File: src/stse_pkg.sv
// Shared types and constants for the sorted table search engine.
// No dependencies.
package stse_pkg;

    localparam int TABLE_DEPTH = 64;
    localparam int IDX_W       = $clog2(TABLE_DEPTH);
    localparam int CNT_W       = $clog2(TABLE_DEPTH + 1);
    localparam int DATA_W      = 32;

    typedef logic [IDX_W-1:0]  idx_t;
    typedef logic [CNT_W-1:0]  cnt_t;
    typedef logic [DATA_W-1:0] data_t;

    typedef enum logic [1:0] {
        KIND_LOAD   = 2'd0,
        KIND_LINEAR = 2'd1,
        KIND_BINARY = 2'd2,
        KIND_UNUSED = 2'd3
    } kind_t;

    typedef enum logic [1:0] {
        STATUS_FOUND     = 2'd0,
        STATUS_NOT_FOUND = 2'd1,
        STATUS_LOADED    = 2'd2,
        STATUS_FULL      = 2'd3
    } status_t;

    typedef enum logic [2:0] {
        ST_IDLE,
        ST_LIN,
        ST_INS,
        ST_INS_LAST,
        ST_BIN_ISSUE,
        ST_BIN_CMP,
        ST_FINISH
    } state_t;

    typedef struct packed {
        logic  load_we;
        idx_t  load_waddr;
        data_t load_wdata;
        idx_t  load_raddr;
        logic  sorted_we;
        idx_t  sorted_waddr;
        data_t sorted_wdata;
        idx_t  sorted_raddr;
    } mem_req_t;

    typedef struct packed {
        data_t load_rdata;
        data_t sorted_rdata;
    } mem_rsp_t;

    typedef struct packed {
        logic eq;
        logic gt;
    } cmp_res_t;

endpackage

File: src/stse_store.sv
// Load-order and sorted tables, one write and one registered read port each.
// Depends on stse_pkg.
module stse_store (
    input  logic              clk,
    input  stse_pkg::mem_req_t req,
    output stse_pkg::mem_rsp_t rsp
);

    stse_pkg::data_t load_mem_reg   [stse_pkg::TABLE_DEPTH];
    stse_pkg::data_t sorted_mem_reg [stse_pkg::TABLE_DEPTH];
    stse_pkg::data_t load_rdata_reg;
    stse_pkg::data_t sorted_rdata_reg;

    always_ff @(posedge clk)
    begin
        if (req.load_we)
        begin
            load_mem_reg[req.load_waddr] <= req.load_wdata;
        end
        load_rdata_reg <= load_mem_reg[req.load_raddr];
    end

    always_ff @(posedge clk)
    begin
        if (req.sorted_we)
        begin
            sorted_mem_reg[req.sorted_waddr] <= req.sorted_wdata;
        end
        sorted_rdata_reg <= sorted_mem_reg[req.sorted_raddr];
    end

    assign rsp.load_rdata   = load_rdata_reg;
    assign rsp.sorted_rdata = sorted_rdata_reg;

endmodule

File: src/stse_cmp.sv
// Shared signed compare unit: table word against the search key.
// Depends on stse_pkg.
module stse_cmp (
    input  stse_pkg::data_t    entry,
    input  stse_pkg::data_t    key,
    output stse_pkg::cmp_res_t res
);

    assign res.eq = (entry == key);
    assign res.gt = ($signed(entry) > $signed(key));

endmodule

File: src/sorted_table_search_engine_top.sv
// Sorted table search engine: sequencer around stse_store and one shared stse_cmp.
// A load shifts larger sorted entries up one place (none if the table is empty or full),
// a linear search compares entries in load order, a binary search issues and compares probes.
// One beat in flight: in_ready rises with out_valid, so a new beat is taken only once the result is registered;
// a stalled result beat holds the engine until it is taken.
// Reset clears element count and control; table contents stay undefined (no clear pass).
module sorted_table_search_engine_top (
    input  logic                        clk,
    input  logic                        rst_n,
    input  logic                        in_valid,
    output logic                        in_ready,
    input  logic [1:0]                  kind,
    input  logic signed [31:0]          value,
    output logic                        out_valid,
    input  logic                        out_ready,
    output logic [1:0]                  status,
    output logic [5:0]                  position
);

    stse_pkg::state_t   state_reg, state_next;
    stse_pkg::cnt_t     count_reg, count_next;
    stse_pkg::idx_t     idx_reg, idx_next;
    stse_pkg::cnt_t     first_reg, first_next;
    stse_pkg::cnt_t     hi_reg, hi_next;
    stse_pkg::idx_t     mid_reg, mid_next;
    stse_pkg::data_t    key_reg, key_next;
    stse_pkg::status_t  res_status_reg, res_status_next;
    stse_pkg::idx_t     res_pos_reg, res_pos_next;
    logic               out_valid_reg, out_valid_next;
    stse_pkg::status_t  out_status_reg, out_status_next;
    stse_pkg::idx_t     out_pos_reg, out_pos_next;

    stse_pkg::mem_req_t mem_req;
    stse_pkg::mem_rsp_t mem_rsp;
    stse_pkg::data_t    cmp_entry;
    stse_pkg::cmp_res_t cmp_res;

    logic               in_beat;
    logic               out_free;
    logic               is_full;
    logic               lin_last;
    logic               bin_empty;
    logic [stse_pkg::CNT_W:0] mid_sum;
    stse_pkg::idx_t     mid_calc;

    stse_store u_store (
        .clk (clk),
        .req (mem_req),
        .rsp (mem_rsp)
    );

    assign cmp_entry = (state_reg == stse_pkg::ST_LIN) ? mem_rsp.load_rdata
                                                       : mem_rsp.sorted_rdata;

    stse_cmp u_cmp (
        .entry (cmp_entry),
        .key   (key_reg),
        .res   (cmp_res)
    );

    assign in_ready  = (state_reg == stse_pkg::ST_IDLE);
    assign in_beat   = in_valid && in_ready;
    assign out_free  = !out_valid_reg || out_ready;
    assign is_full   = (count_reg == stse_pkg::CNT_W'(stse_pkg::TABLE_DEPTH));
    assign lin_last  = ((stse_pkg::CNT_W'(idx_reg) + stse_pkg::CNT_W'(1)) == count_reg);
    assign bin_empty = (first_reg >= hi_reg);
    assign mid_sum   = {1'b0, first_reg} + {1'b0, hi_reg} - (stse_pkg::CNT_W+1)'(1);
    assign mid_calc  = mid_sum[stse_pkg::IDX_W:1];

    // next state
    always_comb
    begin
        state_next = state_reg;
        case (state_reg)
            stse_pkg::ST_IDLE:
            begin
                if (in_beat)
                begin
                    case (stse_pkg::kind_t'(kind))
                        stse_pkg::KIND_LOAD:
                            state_next = (is_full || count_reg == '0) ?
                                         stse_pkg::ST_FINISH : stse_pkg::ST_INS;
                        stse_pkg::KIND_LINEAR:
                            state_next = (count_reg == '0) ?
                                         stse_pkg::ST_FINISH : stse_pkg::ST_LIN;
                        stse_pkg::KIND_BINARY:
                            state_next = stse_pkg::ST_BIN_ISSUE;
                        default:
                            state_next = stse_pkg::ST_FINISH;
                    endcase
                end
            end
            stse_pkg::ST_LIN:
            begin
                if (cmp_res.eq || lin_last)
                begin
                    state_next = stse_pkg::ST_FINISH;
                end
            end
            stse_pkg::ST_INS:
            begin
                if (!cmp_res.gt)
                begin
                    state_next = stse_pkg::ST_FINISH;
                end
                else if (idx_reg == stse_pkg::IDX_W'(1))
                begin
                    state_next = stse_pkg::ST_INS_LAST;
                end
            end
            stse_pkg::ST_INS_LAST:
                state_next = stse_pkg::ST_FINISH;
            stse_pkg::ST_BIN_ISSUE:
                state_next = bin_empty ? stse_pkg::ST_FINISH : stse_pkg::ST_BIN_CMP;
            stse_pkg::ST_BIN_CMP:
                state_next = cmp_res.eq ? stse_pkg::ST_FINISH : stse_pkg::ST_BIN_ISSUE;
            stse_pkg::ST_FINISH:
            begin
                if (out_free)
                begin
                    state_next = stse_pkg::ST_IDLE;
                end
            end
            default:
                state_next = stse_pkg::ST_IDLE;
        endcase
    end

    // datapath and memory control
    always_comb
    begin
        count_next      = count_reg;
        idx_next        = idx_reg;
        first_next      = first_reg;
        hi_next         = hi_reg;
        mid_next        = mid_reg;
        key_next        = key_reg;
        res_status_next = res_status_reg;
        res_pos_next    = res_pos_reg;
        out_valid_next  = out_valid_reg && !out_ready;
        out_status_next = out_status_reg;
        out_pos_next    = out_pos_reg;

        mem_req.load_we      = 1'b0;
        mem_req.load_waddr   = count_reg[stse_pkg::IDX_W-1:0];
        mem_req.load_wdata   = value;
        mem_req.load_raddr   = '0;
        mem_req.sorted_we    = 1'b0;
        mem_req.sorted_waddr = idx_reg;
        mem_req.sorted_wdata = key_reg;
        mem_req.sorted_raddr = stse_pkg::IDX_W'(count_reg - stse_pkg::CNT_W'(1));

        case (state_reg)
            stse_pkg::ST_IDLE:
            begin
                if (in_beat)
                begin
                    key_next        = value;
                    res_status_next = stse_pkg::STATUS_NOT_FOUND;
                    res_pos_next    = '0;
                    idx_next        = '0;
                    first_next      = '0;
                    hi_next         = count_reg;
                    case (stse_pkg::kind_t'(kind))
                        stse_pkg::KIND_LOAD:
                        begin
                            if (is_full)
                            begin
                                res_status_next = stse_pkg::STATUS_FULL;
                            end
                            else
                            begin
                                mem_req.load_we = 1'b1;
                                res_status_next = stse_pkg::STATUS_LOADED;
                                res_pos_next    = count_reg[stse_pkg::IDX_W-1:0];
                                idx_next        = count_reg[stse_pkg::IDX_W-1:0];
                                if (count_reg == '0)
                                begin
                                    mem_req.sorted_we    = 1'b1;
                                    mem_req.sorted_waddr = '0;
                                    mem_req.sorted_wdata = value;
                                    count_next           = count_reg + stse_pkg::CNT_W'(1);
                                end
                            end
                        end
                        default:
                        begin
                        end
                    endcase
                end
            end
            stse_pkg::ST_LIN:
            begin
                mem_req.load_raddr = idx_reg + stse_pkg::IDX_W'(1);
                idx_next           = idx_reg + stse_pkg::IDX_W'(1);
                if (cmp_res.eq)
                begin
                    res_status_next = stse_pkg::STATUS_FOUND;
                    res_pos_next    = idx_reg;
                end
            end
            stse_pkg::ST_INS:
            begin
                mem_req.sorted_we    = 1'b1;
                mem_req.sorted_waddr = idx_reg;
                mem_req.sorted_raddr = idx_reg - stse_pkg::IDX_W'(2);
                if (cmp_res.gt)
                begin
                    mem_req.sorted_wdata = mem_rsp.sorted_rdata;
                    idx_next             = idx_reg - stse_pkg::IDX_W'(1);
                end
                else
                begin
                    count_next = count_reg + stse_pkg::CNT_W'(1);
                end
            end
            stse_pkg::ST_INS_LAST:
            begin
                mem_req.sorted_we    = 1'b1;
                mem_req.sorted_waddr = '0;
                count_next           = count_reg + stse_pkg::CNT_W'(1);
            end
            stse_pkg::ST_BIN_ISSUE:
            begin
                mem_req.sorted_raddr = mid_calc;
                mid_next             = mid_calc;
            end
            stse_pkg::ST_BIN_CMP:
            begin
                if (cmp_res.eq)
                begin
                    res_status_next = stse_pkg::STATUS_FOUND;
                    res_pos_next    = mid_reg;
                end
                else if (cmp_res.gt)
                begin
                    hi_next = stse_pkg::CNT_W'(mid_reg);
                end
                else
                begin
                    first_next = stse_pkg::CNT_W'(mid_reg) + stse_pkg::CNT_W'(1);
                end
            end
            stse_pkg::ST_FINISH:
            begin
                if (out_free)
                begin
                    out_valid_next  = 1'b1;
                    out_status_next = res_status_reg;
                    out_pos_next    = res_pos_reg;
                end
            end
            default:
            begin
            end
        endcase
    end

    always_ff @(posedge clk or negedge rst_n)
    begin
        if (!rst_n)
        begin
            state_reg     <= stse_pkg::ST_IDLE;
            count_reg     <= '0;
            out_valid_reg <= 1'b0;
        end
        else
        begin
            state_reg     <= state_next;
            count_reg     <= count_next;
            out_valid_reg <= out_valid_next;
        end
    end

    always_ff @(posedge clk)
    begin
        idx_reg        <= idx_next;
        first_reg      <= first_next;
        hi_reg         <= hi_next;
        mid_reg        <= mid_next;
        key_reg        <= key_next;
        res_status_reg <= res_status_next;
        res_pos_reg    <= res_pos_next;
        out_status_reg <= out_status_next;
        out_pos_reg    <= out_pos_next;
    end

    assign out_valid = out_valid_reg;
    assign status    = out_status_reg;
    assign position  = out_pos_reg;

    a_count_bound: assert property (@(posedge clk) disable iff (!rst_n)
        count_reg <= stse_pkg::CNT_W'(stse_pkg::TABLE_DEPTH))
        else $error("element count above table depth");

    a_lin_in_range: assert property (@(posedge clk) disable iff (!rst_n)
        (state_reg == stse_pkg::ST_LIN) |-> (stse_pkg::CNT_W'(idx_reg) < count_reg))
        else $error("linear scan past loaded entries");

    a_mid_in_range: assert property (@(posedge clk) disable iff (!rst_n)
        (state_reg == stse_pkg::ST_BIN_CMP) |->
        (stse_pkg::CNT_W'(mid_reg) >= first_reg && stse_pkg::CNT_W'(mid_reg) < hi_reg))
        else $error("binary probe outside search range");

    a_loaded_pos: assert property (@(posedge clk) disable iff (!rst_n)
        (state_reg == stse_pkg::ST_FINISH && res_status_reg == stse_pkg::STATUS_LOADED) |->
        (res_pos_reg == stse_pkg::IDX_W'(count_reg - stse_pkg::CNT_W'(1))))
        else $error("loaded position does not match count");

    a_out_from_finish: assert property (@(posedge clk) disable iff (!rst_n)
        $rose(out_valid_reg) |-> $past(state_reg == stse_pkg::ST_FINISH))
        else $error("result beat raised outside finish");

endmodule

File: config.mk
export PLATFORM = sky130hd
export DESIGN_NAME = sorted_table_search_engine_top
export DESIGN_NICKNAME = d
export VERILOG_FILES = /design/src/stse_pkg.sv /design/src/stse_store.sv /design/src/stse_cmp.sv /design/src/sorted_table_search_engine_top.sv
export SDC_FILE = /design/constraint.sdc
export NUM_CORES = 2
export LEC_CHECK = 0
export CAP_MARGIN = 20
export CORE_MARGIN = 2
export CORE_UTILIZATION = 51
export CTS_CLUSTER_SIZE = 8
export DETAILED_ROUTE_END_ITERATION = 7
export DONT_BUFFER_PORTS = 1
export GPL_TIMING_DRIVEN = 0
export PLACE_DENSITY = 0.66
export SLEW_MARGIN = 20
export SYNTH_ARGS = -nofsm -noshare
export SYNTH_HDL_FRONTEND = slang
export SYNTH_HIERARCHICAL = 1
export SYNTH_SLANG_ARGS = --single-unit
File: constraint.sdc
create_clock -name clk -period 6.4 [get_ports clk]
set_clock_uncertainty 0.05 [all_clocks]
set_input_delay 0.96 -clock clk [delete_from_list [all_inputs] [get_ports clk]]
set_output_delay 0.96 -clock clk [all_outputs]
set_load 0.05 [all_outputs]
## Yosys cells after proc, flatten, opt, wreduce, memory -nomap -nowiden

Memory sizes are Yosys's and may differ from the RTL's. A register that Yosys moved wholly into a read port is not among the register bits.
Index checks and enable logic that the tools add are counted.

- $add $sub $neg: 9
- Order comparisons: 2
- Equal/unequal tests: 27
- Mux-type cells: 58
- Reduce and logical (&&, ||, !) cells: 25

Operators by type and width:

| operator | number |
|---|---|
| 39-bit two-way mux | 4 |
| 7-bit two-way mux | 11 |
| 32-bit two-way mux | 2 |
| 32-bit case mux with 2 select lines | 1 |
| 6-bit two-way mux | 7 |
| 7-bit case mux with 3 select lines | 2 |
| 6-bit case mux with 3 select lines | 2 |
| 32-bit equality test | 1 |
| 32-bit greater-than comparator | 1 |
| 7-bit case mux with 2 select lines | 2 |
| 3-bit two-way mux | 7 |
| 3-bit case mux with 7 select lines | 1 |
| 2-bit != test, second input constant | 9 |
| 4-bit AND reduction | 4 |
| 6-bit by 1-bit adder with 7-bit output, second input constant | 2 |
| 6-bit case mux with 2 select lines | 1 |
| 6-bit by 1-bit subtractor with 6-bit output, second input constant | 2 |
| 1-bit two-way mux | 11 |
| 2-bit two-way mux | 5 |
| 2-bit by 1-bit != test with 1-bit output, second input constant | 5 |
| 3-bit equality test, second input constant | 3 |
| 3-bit case mux with 3 select lines | 1 |
| 3-bit nonzero test | 3 |
| 7-bit by 1-bit adder with 7-bit output, second input constant | 1 |
| 25 further kinds | 33 |

- Register bits: 85
- RAM bits: 4096
- Input bits: 38
- Output and inout bits: 10
- Logic and storage cells: 135
- Memories kept: 2

Memory list:

| name | depth | bits a word | rd ports | clocked after memory_dff | wr ports | RTL line | source |
|---|---|---|---|---|---|---|---|
| u_store.load_mem_reg | 64 | 32 | 1 | 1 | 1 | stse_store.sv:9 | `stse_pkg::data_t load_mem_reg [stse_pkg::TABLE_DEPTH];` |
| u_store.sorted_mem_reg | 64 | 32 | 1 | 1 | 1 | stse_store.sv:10 | `stse_pkg::data_t sorted_mem_reg [stse_pkg::TABLE_DEPTH];` |

## Longest topological paths before layout

- Depth after elaboration: 8
- Depth in mapped cells: 21

## Hierarchy

The synthesis kept the hierarchy.

By module, submodules not included:

| module | instances | cells an instance | area an instance (µm²) |
|---|---|---|---|
| stse_store | 1 | 6600 | 158085.4 |
| sorted_table_search_engine_top | 1 | 604 | 5641.7 |
| stse_cmp | 1 | 114 | 844.6 |

## Worst setup path after synthesis

OpenSTA, ideal clock, no wires.

- Path kind: register to register
- Start: register count_reg[0]
- End: memory u_store/sorted_mem_reg[16][0] (netlist bit) (enable)
- Library setup time: 0.461 ns
- Arrival time: 5.358 ns
- Slack: 0.531 ns
- Stages on the path, launching flop included: 14
- Buffers on the path: 2
- Path through: dfrtp_1 -> clkbuf_1 -> inv_1 -> ha_1 -> or3b_1 -> or3_4 -> or3_4 -> nor2_4 -> buf_2 -> nor2_1 -> nor2_1 -> nand2b_1 -> or3_1 -> nor3_1

RTL lines:

| item | RTL line | source |
|---|---|---|
| from (decl) | sorted_table_search_engine_top.sv:21 | `stse_pkg::cnt_t count_reg, count_next;` |
| from (signal assigned) | sorted_table_search_engine_top.sv:270 | `count_reg <= count_next;` |
| to (decl) | stse_store.sv:10 |  |

==> out/results.ini <==
[layout]
multiInputGateArea_mm2 = 0.0369
nets = 8347
drive_gt1_frac = 0.303
area_growth_syn_to_layout_pct = 18.5
nFillCells = 21600
regArea_mm2 = 0.127

[min_path]
min_path_cells = 0
hold_start = value[8]
min_path_type = in -> reg
hold_end = u_store/load_mem_reg[44][8]$_DFFE_PP_

[global_routing]
grt_max_degree = 66
overflow = 0
grt_pass1_wl_mm = 679
antenna_found_initial = 44
track_usage = 0.303
grt_pass1_vias = 84900

[logic_synthesis]
synth_seq_area_share = 0.770
ys_async_sr_fraction = 0.00259
netlist_area_mm2 = 0.165
synth_ff_type = edfxtp_1
syn_avg_cell_area_um2 = 22.5
synth_area_leaders = edfxtp_1 76%, mux4_2 15%, mux2i_1 2.3%, dfxtp_1 0.78%, nor2_1 0.55%
ys_seq_elements = 4245
synth_edf_count = 4170
synth_area_leader_cell = edfxtp_1
ys_warn_count = 6
synth_top_area_share = 0.761
synthCells = 7318
synthesis.nets = 7415
yosysUniqueCellTypes = 73

[floorplanning]
design.core.area_mm2 = 0.321
fp.dieArea_mm2 = 0.327
die_h_um = 572
die_w_um = 572
rows = 208
io_pins = 48
initial_core_util = 0.512

[setup_path]
end_kind = register
crit_fanout = 14
worstPathRequired_ps = 7190
arrival_ps = 7190
reg2reg_depth = 15
critPathKind = reg -> reg
reg2reg_to = u_store/sorted_rdata_reg[30]$_DFF_P_
regToRegStartpoint = state_reg[1]$_DFFE_PN0P_
start_kind = register
r2r_slack_ps = 2
crit_start = state_reg[1]$_DFFE_PN0P_

[detailed_routing]
dr_total_vias = 85900
routed.top_layer = met5
wirelength_mm = 496
firstDrtPassIters = 8
wl_met3_mm = 63.4
vias_per_cell = 6.76
antenna_left = 0
post_drt_wl_per_cell_um = 39.1
drt_iter0_drc = 14100
met2_length_mm = 226
met1_length_mm = 175
drc = 1

[place]
post-place-ws_ps = -1120
portBuffers = 0
place_congestion = 0.912
place_hpwl_mm = 313

[timing]
tns_ps = 0
max_freq_ghz = 0.156
finalHoldViolations = 0
worst-slew-pin-transition_ps = 1310
final-setup-viol-count = 0
slew_headroom = 0.124
drv_slew = 0
period_minus_slack_ps = 6400
rsz0062_at_grt = no
setup_slack_ps = 1.78
min_period_over_period = 1.00

[pwr]
fin_total_pwr_uw = 103000
power_per_cell_area_mw_per_mm2 = 528
peakVddDrop_uv = 521
p_leak_uw = 0.0614

[clocking]
cts_buffers = 601
cts-root-buf = clkbuf_16
cts_tree = yes
cts_buffer_depth = 4
clk_latency_ps = 1060
clk_pin_slew_ps = 50
h-tree-depth = 6
clock-sinks = 4245

[run_status]
violations = DRC
status = complete, but fails checks

[run]
drv_cap = 0

[routing by layer]
metal	up-vias	GRT usage
li1	32700	-
met1	45700	0.407
met2	6343	0.458
met3	1215	0.0797
met4	26	0.164
met5	-	0
[final cells by class]
class,count,share of cell area
sequential,4245,0.650
multi-input combinational,2610,0.189
clock buffer,683,0.0793
timing repair buffer,324,0.0357
tap,4305,0.0276
buffer,395,0.0106
clock inverter,53,0.00546
inverter,73,0.00142
antenna,17,0.000218
[synthesized netlist by cell type, drive strengths merged, types with 11 or more instances]
cell type     n
o21ai        34
mux4       1098
a221oi       55
nand4        12
xnor2        24
mux2i       373
nor2        241
nor2b        35
o22ai        33
nand3        27
a211oi       12
o221ai       21
clkbuf      168
nand2       160
mux2         21
ha           58
o31ai        14
buf         230
a21oi        80
a22oi        39
a22o         31
edfxtp     4170
nor3         58
inv          72
a21o         36
dfrtp        11
nand2b       25
dfxtp        64
[cell families (layout without fill, tap and decap cells)]
group	Yosys count	in the layout	synth area share
other	0	17	0
AOI/OAI and AO/OA	414	422	0.0182
buffers and inverters	471	1528	0.0140
and+or+nand+nor	605	605	0.0167
adders and majority gates	59	59	0.00453
DFF	4245	4245	0.770
muxes	1492	1492	0.174
xor gates and xnor gates	32	32	0.00179
[through the flow]
step	hold WS, ps	utilization	instance area, µm²	std cells
2_1_floorplan	350	-	165000	7318
3_3_place_gp	405	0.529	170000	11600
3_5_place_dp	391	0.551	177000	11900
4_1_cts	1.31	0.607	195000	12700
5_1_grt	1.42	0.607	195000	12700
6_report	29.5	0.607	195000	12700
[critical path, cell delays in order, from the launching register on]
cell and delay [ps]:
dfrtp_1 520, nor2_1 130, and2_1 170, clkbuf_1 310
or2_2 380, clkbuf_1 180, o21ai_1 500, buf_2 360
buf_2 380, buf_4 320, clkbuf_1 680, buf_4 510
mux2i_1 290, a221oi_1 760, a21oi_1 80, nor2_1 560
[repair_timing]
action                                  in CTS  in global routing
gates cloned                                 6                  2
hold buffers                                44                  0
pin swaps                                    2                  0
buffers inserted                             0                  2
resized for setup                           36                 27
endpoints found under the setup margin    1863               1629
endpoints found under the hold margin     1835                  0
[how the worst max path moves through the flow]
stage	endpoint	slack, ps
6_report	u_store/sorted_rdata_reg[30]$_DFF_P_	2
5_1_grt	u_store/sorted_mem_reg[16][12]$_DFFE_PP_	40
3_3_place_gp	u_store/sorted_mem_reg[34][20]$_DFFE_PP_	-3820
4_1_cts	u_store/sorted_mem_reg[55][22]$_DFFE_PP_	-90
2_1_floorplan	u_store/sorted_mem_reg[16][0]$_DFFE_PP_	530
3_5_place_dp	u_store/sorted_mem_reg[10][27]$_DFFE_PP_	-1120
[cells in the final DEF (no fill, tap or decap), types with 21 or more instances in the layout]
cell type and instances:
buf_4 80, o22ai_1 33, o21ai_0 29, mux2_2 21, mux2i_1 373, buf_16 143
inv_1 69, edfxtp_1 4170, buf_6 29, clkbuf_2 22, a22oi_1 39, nand3_1 27
clkbuf_16 606, nand2_1 160, nor2_1 115, nand2b_1 22, a21o_4 28, nor2b_1 34
buf_2 134, a21oi_1 80, buf_1 23, a221oi_1 35, a22o_1 27, ha_1 58
buf_12 130, mux4_2 1098, nor3_1 54, dfxtp_1 64, clkbuf_1 220, nor2_4 126
xnor2_1 24
[power by group]
part / switching, µW / leakage [µW] / internal [µW]
combinational: 25700 / 0.0152 / 14900
sequential: 548 / 0.0382 / 33300
clock: 11500 / 0.00802 / 16900
total: 37700 / 0.0614 / 65100
Note: power is estimated with default switching activity, not from simulation.
